[config.mk]
export PLATFORM = sky130hd
export DESIGN_NAME = ethernet_receive_address_filter
export DESIGN_NICKNAME = d
export VERILOG_FILES = /design/src/hdl/erf_pkg.sv /design/src/hdl/erf_cell.sv /design/src/hdl/ethernet_receive_address_filter.sv
export SDC_FILE = /design/constraint.sdc
export NUM_CORES = 1
export LEC_CHECK = 0
export ABC_AREA = 1
export BUFFER_PORTS_ARGS = -buffer_cell sky130_fd_sc_hd__buf_2
export CAP_MARGIN = 25
export CORE_MARGIN = 5
export CORE_UTILIZATION = 34
export CTS_BUF_LIST = sky130_fd_sc_hd__clkbuf_2 sky130_fd_sc_hd__clkbuf_4 sky130_fd_sc_hd__clkbuf_8
export DETAILED_ROUTE_END_ITERATION = 10
export SLEW_MARGIN = 15
export SYNTH_ARGS = -nofsm -noshare
export SYNTH_HDL_FRONTEND = slang
export SYNTH_SLANG_ARGS = --single-unit
export TNS_END_PERCENT = 50
[constraint.sdc]
create_clock -name clk -period 7.25 [get_ports clk]
set_clock_uncertainty 0.1 [all_clocks]
set_input_delay 1.45 -clock clk [delete_from_list [all_inputs] [get_ports clk]]
set_output_delay 1.45 -clock clk [all_outputs]
set_load 0.02 [all_outputs]
[src/hdl/erf_pkg.sv]
// Shared types and constants for the receive address filter.
`default_nettype none
package erf_pkg;

  localparam int MAC_W    = 48;
  localparam int LEN_W    = 14;
  localparam int TL_W     = 16;
  localparam int CNT_W    = 32;
  localparam int IN_W     = 104;
  localparam int OUT_W    = 40;
  localparam int CFG_IDX_W = 2;

  localparam int GROUP_BIT_POS = 40;

  localparam logic [7:0] LLC_PF_BIT = 8'h10;
  localparam logic [7:0] LLC_XID    = 8'hAF;
  localparam logic [7:0] LLC_TEST   = 8'hE3;
  localparam logic [7:0] LLC_NULL_SAP = 8'h00;

  typedef enum logic [1:0] {
    MODE_CHECK = 2'd0,
    MODE_ADD   = 2'd1,
    MODE_DEL   = 2'd2
  } mode_t;

  typedef enum logic [2:0] {
    ST_KEPT     = 3'd0,
    ST_EMPTY    = 3'd1,
    ST_OVERSIZE = 3'd2,
    ST_MISS     = 3'd3,
    ST_LLC      = 3'd4,
    ST_TBL_OK   = 3'd5,
    ST_TBL_FULL = 3'd6
  } status_t;

  typedef enum logic [CFG_IDX_W-1:0] {
    CFG_OWN_MAC       = 2'd0,
    CFG_PROMISCUOUS   = 2'd1,
    CFG_ALL_MULTICAST = 2'd2,
    CFG_LLC_DROP_EN   = 2'd3
  } cfg_index_t;

  typedef enum logic [1:0] {
    S_IDLE   = 2'd0,
    S_SCAN   = 2'd1,
    S_FINISH = 2'd2
  } state_t;

  // Token passed from cell to cell during a scan.
  typedef struct packed {
    logic valid;
    logic hit;
    logic free;
  } token_t;

  // Command broadcast to every cell.
  typedef struct packed {
    logic             add;
    logic             del;
    logic             commit;
    logic [MAC_W-1:0] addr;
  } cell_cmd_t;

endpackage
`default_nettype wire

[src/hdl/erf_cell.sv]
// One group table entry with its match logic and scan token stage.
`default_nettype none
module erf_cell (
  input  wire                clk,
  input  wire                rst,
  input  erf_pkg::cell_cmd_t cmd,
  input  erf_pkg::token_t    tok_in,
  output erf_pkg::token_t    tok_out
);
  import erf_pkg::*;

  logic             entry_valid;
  logic [MAC_W-1:0] entry;
  logic             claim;
  logic             match;

  assign match = entry_valid && (entry == cmd.addr);

  always_ff @(posedge clk) begin
    if (rst) begin
      tok_out <= '0;
    end else begin
      tok_out.valid <= tok_in.valid;
      tok_out.hit   <= tok_in.hit | match;
      tok_out.free  <= tok_in.free | ~entry_valid;
    end
  end

  always_ff @(posedge clk) begin
    if (rst) begin
      entry_valid <= 1'b0;
      claim       <= 1'b0;
    end else begin
      if (tok_in.valid) begin
        claim <= cmd.add && !entry_valid && !tok_in.free;
        if (cmd.del && match) begin
          entry_valid <= 1'b0;
        end
      end else if (cmd.commit && claim) begin
        entry_valid <= 1'b1;
        claim       <= 1'b0;
      end
    end
  end

  always_ff @(posedge clk) begin
    if (!tok_in.valid && cmd.commit && claim) begin
      entry <= cmd.addr;
    end
  end

endmodule
`default_nettype wire

[src/hdl/ethernet_receive_address_filter.sv]
// Top level of the receive address filter: item register, cell chain and decision.
//
// Usage: frame header items enter on the s_ channel, s_tuser carrying the mode
// (check, add group address, delete group address). Each item yields one result
// word on the m_ channel: keep flag, status code and the running LLC drop count.
// The user must write registers through the cfg_ channel only while the block is
// idle; the block itself does not enforce this. cfg_ready is always high.
// A check, add or delete item walks a token through the chain of
// GROUP_ENTRIES table cells, one cell per cycle, gathering the address hit and
// the first free entry. The result is then decided and, for an add, the claimed
// cell is written. Items are taken only while idle, so the next item is taken
// once the result of the last one has been loaded into the output register.
// A new item is taken while an earlier result still waits in the output
// register; if the receiver stalls, the block holds the finished result of the
// following item until the output register frees.
// Reset empties the group table, clears the LLC drop count and sets the
// registers to their defaults (LLC filter on).
`default_nettype none
module ethernet_receive_address_filter #(
  parameter int GROUP_ENTRIES = 16,
  parameter int MAX_FRAME     = 1514,
  parameter int LLC_MIN_LEN   = 17,
  parameter int LLC_MAX_TYPE  = 1500
) (
  input  wire                                clk,
  input  wire                                rst,
  input  wire                                s_tvalid,
  output logic                               s_tready,
  // dest_address, frame_length, type_length, dsap, ssap, llc_control
  input  wire  [erf_pkg::IN_W-1:0]           s_tdata,
  // mode
  input  wire  [1:0]                         s_tuser,
  output logic                               m_tvalid,
  input  wire                                m_tready,
  // keep, status, llc_drop_count
  output logic [erf_pkg::OUT_W-1:0]          m_tdata,
  input  wire                                cfg_valid,
  output logic                               cfg_ready,
  input  wire  [erf_pkg::CFG_IDX_W-1:0]      cfg_index,
  input  wire  [erf_pkg::MAC_W-1:0]          cfg_data
);
  import erf_pkg::*;

  localparam logic [LEN_W-1:0] OVER_LIM = LEN_W'(MAX_FRAME + 4);
  localparam logic [LEN_W-1:0] LLC_LEN  = LEN_W'(LLC_MIN_LEN);
  localparam logic [TL_W-1:0]  LLC_TYPE = TL_W'(LLC_MAX_TYPE);

  logic [MAC_W-1:0] own_mac;
  logic             promiscuous;
  logic             all_multicast;
  logic             llc_drop_enable;

  state_t           state, state_next;
  logic             accept;
  logic             out_free;
  logic             load_out;
  logic             start;

  mode_t            item_mode;
  logic [MAC_W-1:0] item_addr;
  logic [LEN_W-1:0] item_len;
  logic [TL_W-1:0]  item_tl;
  logic [7:0]       item_dsap;
  logic [7:0]       item_ssap;
  logic [7:0]       item_ctrl;

  logic             pend_keep;
  status_t          pend_status;
  logic             pend_commit;
  logic             dec_keep;
  status_t          dec_status;
  logic             dec_commit;
  logic [CNT_W-1:0] llc_drops;
  logic [CNT_W-1:0] count_next;

  cell_cmd_t        cmd;
  token_t           tok [GROUP_ENTRIES+1];
  logic [GROUP_ENTRIES:0] tok_valid;

  assign cfg_ready = 1'b1;
  assign accept    = s_tvalid && s_tready;
  assign out_free  = !m_tvalid || m_tready;

  always_ff @(posedge clk) begin
    if (rst) begin
      own_mac         <= '0;
      promiscuous     <= 1'b0;
      all_multicast   <= 1'b0;
      llc_drop_enable <= 1'b1;
    end else if (cfg_valid && cfg_ready) begin
      case (cfg_index)
        CFG_OWN_MAC:       own_mac         <= cfg_data;
        CFG_PROMISCUOUS:   promiscuous     <= cfg_data[0];
        CFG_ALL_MULTICAST: all_multicast   <= cfg_data[0];
        CFG_LLC_DROP_EN:   llc_drop_enable <= cfg_data[0];
        default: ;
      endcase
    end
  end

  always_ff @(posedge clk) begin
    if (accept) begin
      item_mode <= mode_t'(s_tuser);
      item_addr <= s_tdata[47:0];
      item_len  <= s_tdata[61:48];
      item_tl   <= s_tdata[77:62];
      item_dsap <= s_tdata[85:78];
      item_ssap <= s_tdata[93:86];
      item_ctrl <= s_tdata[101:94];
    end
  end

  always_comb begin
    state_next = state;
    case (state)
      S_IDLE:   if (accept) state_next = S_SCAN;
      S_SCAN:   if (tok[GROUP_ENTRIES].valid) state_next = S_FINISH;
      S_FINISH: if (out_free) state_next = S_IDLE;
      default:  state_next = S_IDLE;
    endcase
  end

  always_comb begin
    s_tready = 1'b0;
    load_out = 1'b0;
    case (state)
      S_IDLE:   s_tready = 1'b1;
      S_FINISH: load_out = out_free;
      default: ;
    endcase
  end

  always_ff @(posedge clk) begin
    if (rst) begin
      state <= S_IDLE;
      start <= 1'b0;
    end else begin
      state <= state_next;
      start <= accept;
    end
  end

  assign cmd.addr   = item_addr;
  assign cmd.add    = (item_mode == MODE_ADD);
  assign cmd.del    = (item_mode == MODE_DEL);
  assign cmd.commit = load_out && pend_commit;

  assign tok[0] = '{valid: start, hit: 1'b0, free: 1'b0};

  for (genvar i = 0; i < GROUP_ENTRIES; i++) begin : g_cell
    erf_cell u_cell (
      .clk     (clk),
      .rst     (rst),
      .cmd     (cmd),
      .tok_in  (tok[i]),
      .tok_out (tok[i+1])
    );
  end

  for (genvar i = 0; i <= GROUP_ENTRIES; i++) begin : g_tv
    assign tok_valid[i] = tok[i].valid;
  end

  always_comb begin
    logic addr_ok;
    logic llc_hit;
    token_t last;
    last       = tok[GROUP_ENTRIES];
    dec_keep   = 1'b0;
    dec_commit = 1'b0;
    if (promiscuous) begin
      addr_ok = 1'b1;
    end else if (item_addr[GROUP_BIT_POS]) begin
      addr_ok = all_multicast || last.hit;
    end else begin
      addr_ok = (item_addr == own_mac);
    end
    llc_hit = llc_drop_enable && (item_len >= LLC_LEN) && (item_tl <= LLC_TYPE) &&
              (item_dsap == LLC_NULL_SAP) && item_ssap[0] &&
              (((item_ctrl & ~LLC_PF_BIT) == LLC_XID) ||
               ((item_ctrl & ~LLC_PF_BIT) == LLC_TEST));
    case (item_mode)
      MODE_ADD: begin
        if (last.hit) begin
          dec_status = ST_TBL_OK;
        end else if (last.free) begin
          dec_status = ST_TBL_OK;
          dec_commit = 1'b1;
        end else begin
          dec_status = ST_TBL_FULL;
        end
      end
      MODE_DEL: dec_status = ST_TBL_OK;
      default: begin
        if (item_len == '0) begin
          dec_status = ST_EMPTY;
        end else if (item_len > OVER_LIM) begin
          dec_status = ST_OVERSIZE;
        end else if (!addr_ok) begin
          dec_status = ST_MISS;
        end else if (llc_hit) begin
          dec_status = ST_LLC;
        end else begin
          dec_status = ST_KEPT;
          dec_keep   = 1'b1;
        end
      end
    endcase
  end

  always_ff @(posedge clk) begin
    if (state == S_SCAN && tok[GROUP_ENTRIES].valid) begin
      pend_keep   <= dec_keep;
      pend_status <= dec_status;
      pend_commit <= dec_commit;
    end
  end

  assign count_next = (pend_status == ST_LLC) ? llc_drops + 1'b1 : llc_drops;

  always_ff @(posedge clk) begin
    if (rst) begin
      llc_drops <= '0;
      m_tvalid  <= 1'b0;
    end else begin
      if (load_out) begin
        llc_drops <= count_next;
        m_tvalid  <= 1'b1;
      end else if (m_tready) begin
        m_tvalid  <= 1'b0;
      end
    end
  end

  always_ff @(posedge clk) begin
    if (load_out) begin
      m_tdata <= {4'b0, count_next, pend_status, pend_keep};
    end
  end

  assert property (@(posedge clk) disable iff (rst)
    tok[GROUP_ENTRIES].valid |-> state == S_SCAN)
    else $error("scan token left the chain outside a scan");

  assert property (@(posedge clk) disable iff (rst)
    $countones(tok_valid) <= 1)
    else $error("more than one token in the cell chain");

  assert property (@(posedge clk) disable iff (rst)
    cmd.commit |-> (pend_status == ST_TBL_OK && item_mode == MODE_ADD))
    else $error("table write without a successful add");

  assert property (@(posedge clk) disable iff (rst)
    $rose(m_tvalid) |-> $past(state == S_FINISH))
    else $error("result word shown without a finished item");

endmodule
`default_nettype wire
==> impl_results.md <==
* Grt ovf at 0
* Commonest non-fill, non-tap cell in the layout: nand2_1
* Fin crit share at 54.6%
* Final core utilization at 39.4%
* Primary FF master, synth: edfxtp_1
* Largest net degree at the start of global routing at 82
* Gpl congestion at 0.880
* Final nets at 4778
* H-tree level count at 4
* Clock sinks at 1072
* Clock root cell: clkbuf_8
* Routed WL per cell at 22.2 um
* Mapped Area at 46500 sq um
* Die height at 380 um
* Max Fclk at 253 MHz
* Maximum vdd drop at 0.000189 V
* Post-route antenna net violation count at 0
* Crit path max fanout at 55
* Async SR Flop Fraction at 0%
* Worst setup EP type: register
* Setup repair after global routing missed its margin: false
* Max-slew headroom at 30.1%
* Die width at 380 um
* Via density at 4.99
* Number of synthesized register bits at 1072
* Post-place setup slack at 2310 ps
* Number of global-route vias before repair at 31100
* Static leakage at 0.0197 uW
* Routed WL at 146000 um
* Initial DRC count at 3492
* Worst-case reg-to-reg path depth at 9
* Hold Fails Final Rpt at 0
* WP data required at 7670 ps
* Arr. time, crit path at 4370 ps
* TritonCTS clock tree: built
* Xor/xnor share of the synthesized area at 6.54%
* Clock buffer depth at 3
* Cell count after synthesis at 4320
* Mux share of post-synthesis cell area at 0%
* Skew-Pair Late Insertion Delay at 910 ps
* Post-detail-place hpwl at 90900 um
* Maxcap violations at 0
* Final Slew Violations at 0
* Worst hold endpoint: m_tdata[0]$_DFFE_PP_
* Final setup margin at 3290 ps
* Post-synthesis area per instance at 10.8 sq um
* Compound-cell area share of the yosys netlist at 5.83%
* Worst Hold Class: register to register
* DR pass1 iterations at 5
* Most frequent cells in the layout: 910 x nand2_1, 905 x edfxtp_1, 418 x nor2_1, 389 x inv_1, 258 x o21ai_0
* Worst slew pin tran at 1050 ps
* Hold path depth at 0
* Num CTS Buffers at 179
* Post-CTS sizing at 0
* First-pass GRT wire length at 207000 um
* Hold Crit Start: pend_keep$_SDFFCE_PP0P_
* Worst r2r src: state[1]$_SDFFE_PP0P_
* Hold buffers post-CTS at 0
* R2R Path End: g_cell[9].u_cell.entry[16]$_DFFE_PP_
* Min Tclk post-route at 3960 ps
* Ports at 204
* Post-CTS Setup Inserts at 0
* Simple-gate portion of the synthesized area at 16.4%
* Vias at 32700
* Die area at 144000 sq um
* TNS Setup at 0 ps
* Area added between synthesis and finish at 14.9%
* Clock slew at reported path FFs at 60 ps
* Row Count at 135
* Synth Area in Adders at 0.0808%
* Share of layout cells above drive strength 1 at 15.0%
* Register-to-register setup slack at 3530 ps
* Status: completed
* PortBufs at 188
* Tot Pwr at 13300 uW
* EDFF count, synth at 905
* Core box area at 136000 sq um
* PD cells at 249 nW/um^2
* Total GRT Usage at 19.5%
* Worst setup path class: input port to register
* Post-synthesis sequential area ratio at 65.7%
* Initial antenna violation count at 8
* Design area at 53400 sq um
* Main combinational cell family by area after synthesis: simple AND/OR/NAND/NOR gates
* # setup viols final at 0
* Startpoint types: input port
* Placed inst area at 49400 sq um
* Warnings from Yosys at 0
* Post-synth cell types at 47
* # DRC at 0
* Starting Density at 34.3%
* Filler instances at 13100
==> state kept, by name (all words and copies together), names as in the netlist, 14 cells and up <==
name / count
item_addr: 48
item_len: 14
g_cell.u_cell.tok_out: 48
item_tl: 16
g_cell.u_cell.entry_valid: 16
g_cell.u_cell.entry: 768
llc_drops: 32
g_cell.u_cell.claim: 16
own_mac: 48
m_tdata: 36
==> cell families after synthesis <==
group,count (synthesis)
other cells,2
fa+ha+maj,3
compound gates,514
buf+inv,602
flops,1072
xor+xnor,347
simple gates,1780
==> worst max-delay path, stage by stage <==
cell     delay, ps
buf_2           70
nor2_1          40
inv_1           60
nand2_1         70
inv_2           50
buf_4          510
nand2_2        540
inv_2          520
nand3_1        190
inv_2          790
==> cells in the mapped netlist (3+ instances only) <==
cell type / count / area (sq um)
a211oi_1: 4 / 30.0
buf_2: 84 / 420
a31oi_1: 3 / 18.8
nand3b_1: 24 / 180
o211ai_1: 4 / 30.0
nand3_1: 141 / 706
o21ai_0: 258 / 1290
o21ai_1: 31 / 155
inv_2: 21 / 78.8
nor3_2: 4 / 40.0
or2_2: 70 / 438
nor2_4: 3 / 33.8
nor2_2: 4 / 25.0
inv_1: 409 / 1540
o22ai_1: 65 / 407
nand2_2: 4 / 25.0
nand4_1: 112 / 701
a21oi_1: 141 / 706
clkbuf_1: 40 / 150
nor4_1: 4 / 25.0
a221oi_1: 3 / 26.3
xor2_1: 165 / 1450
edfxtp_1: 905 / 27200
nand2_1: 910 / 3420
buf_6: 6 / 67.6
dfxtp_1: 167 / 3340
nor3_1: 78 / 390
nor2_1: 418 / 1570
ha_1: 3 / 37.5
buf_1: 4 / 15.0
xnor2_1: 182 / 1590
buf_4: 35 / 263
==> power by group <==
part	leakage [uW]	total [uW]	switching, uW	internal [uW]
sequential	0.00954	6780	30.4	6750
combinational	0.00813	879	655	224
clock	0.00198	5640	2580	3050
total	0.0197	13300	3270	10000
==> worst max path at each step <==
stage                                            end  cells after the start      from
2_1_floorplan                 item_addr[0]$_DFFE_PP_                      2  s_tvalid
3_3_place_gp    g_cell[3].u_cell.entry[14]$_DFFE_PP_                     10  m_tready
3_5_place_dp     g_cell[1].u_cell.entry[1]$_DFFE_PP_                     10  m_tready
4_1_cts        g_cell[13].u_cell.entry[37]$_DFFE_PP_                     10  m_tready
5_1_grt         g_cell[2].u_cell.entry[36]$_DFFE_PP_                     10  m_tready
6_report        g_cell[9].u_cell.entry[16]$_DFFE_PP_                     10  m_tready
==> metrics by stage <==
| step | hold slack [ps] | std cells |
|---|---|---|
| floorplan | 300 | 4323 |
| global placement | 308 | 6198 |
| detailed placement | 307 | 6204 |
| CTS | 314 | 6535 |
| global route | 326 | 6546 |
| finish | 311 | 6547 |
==> area by class of cell <==
| cell class | count | area (sq um) | share of cell area, % |
|---|---|---|---|
| Timing Repair Buffer | 279 | 1840 | 3.45 |
| Clock inverter | 72 | 574 | 1.08 |
| Antenna cell | 2 | 5.00 | 0.00937 |
| Multi-Input combinational cell | 2649 | 13400 | 25.1 |
| Sequential cell | 1072 | 30500 | 57.1 |
| Tap cell | 1781 | 2230 | 4.17 |
| Clock buffer | 259 | 3170 | 5.94 |
| Inverter | 433 | 1630 | 3.06 |
==> metal layers <==
layer | part of all wire, % | GRT usage, %
met2 | 46 | 31.2
met5 | 0 | 0
met1 | 42 | 26.0
met4 | 4.1 | 8.41
met3 | 8.0 | 3.67
No activity file was read; power rests on OpenSTA's default activity.
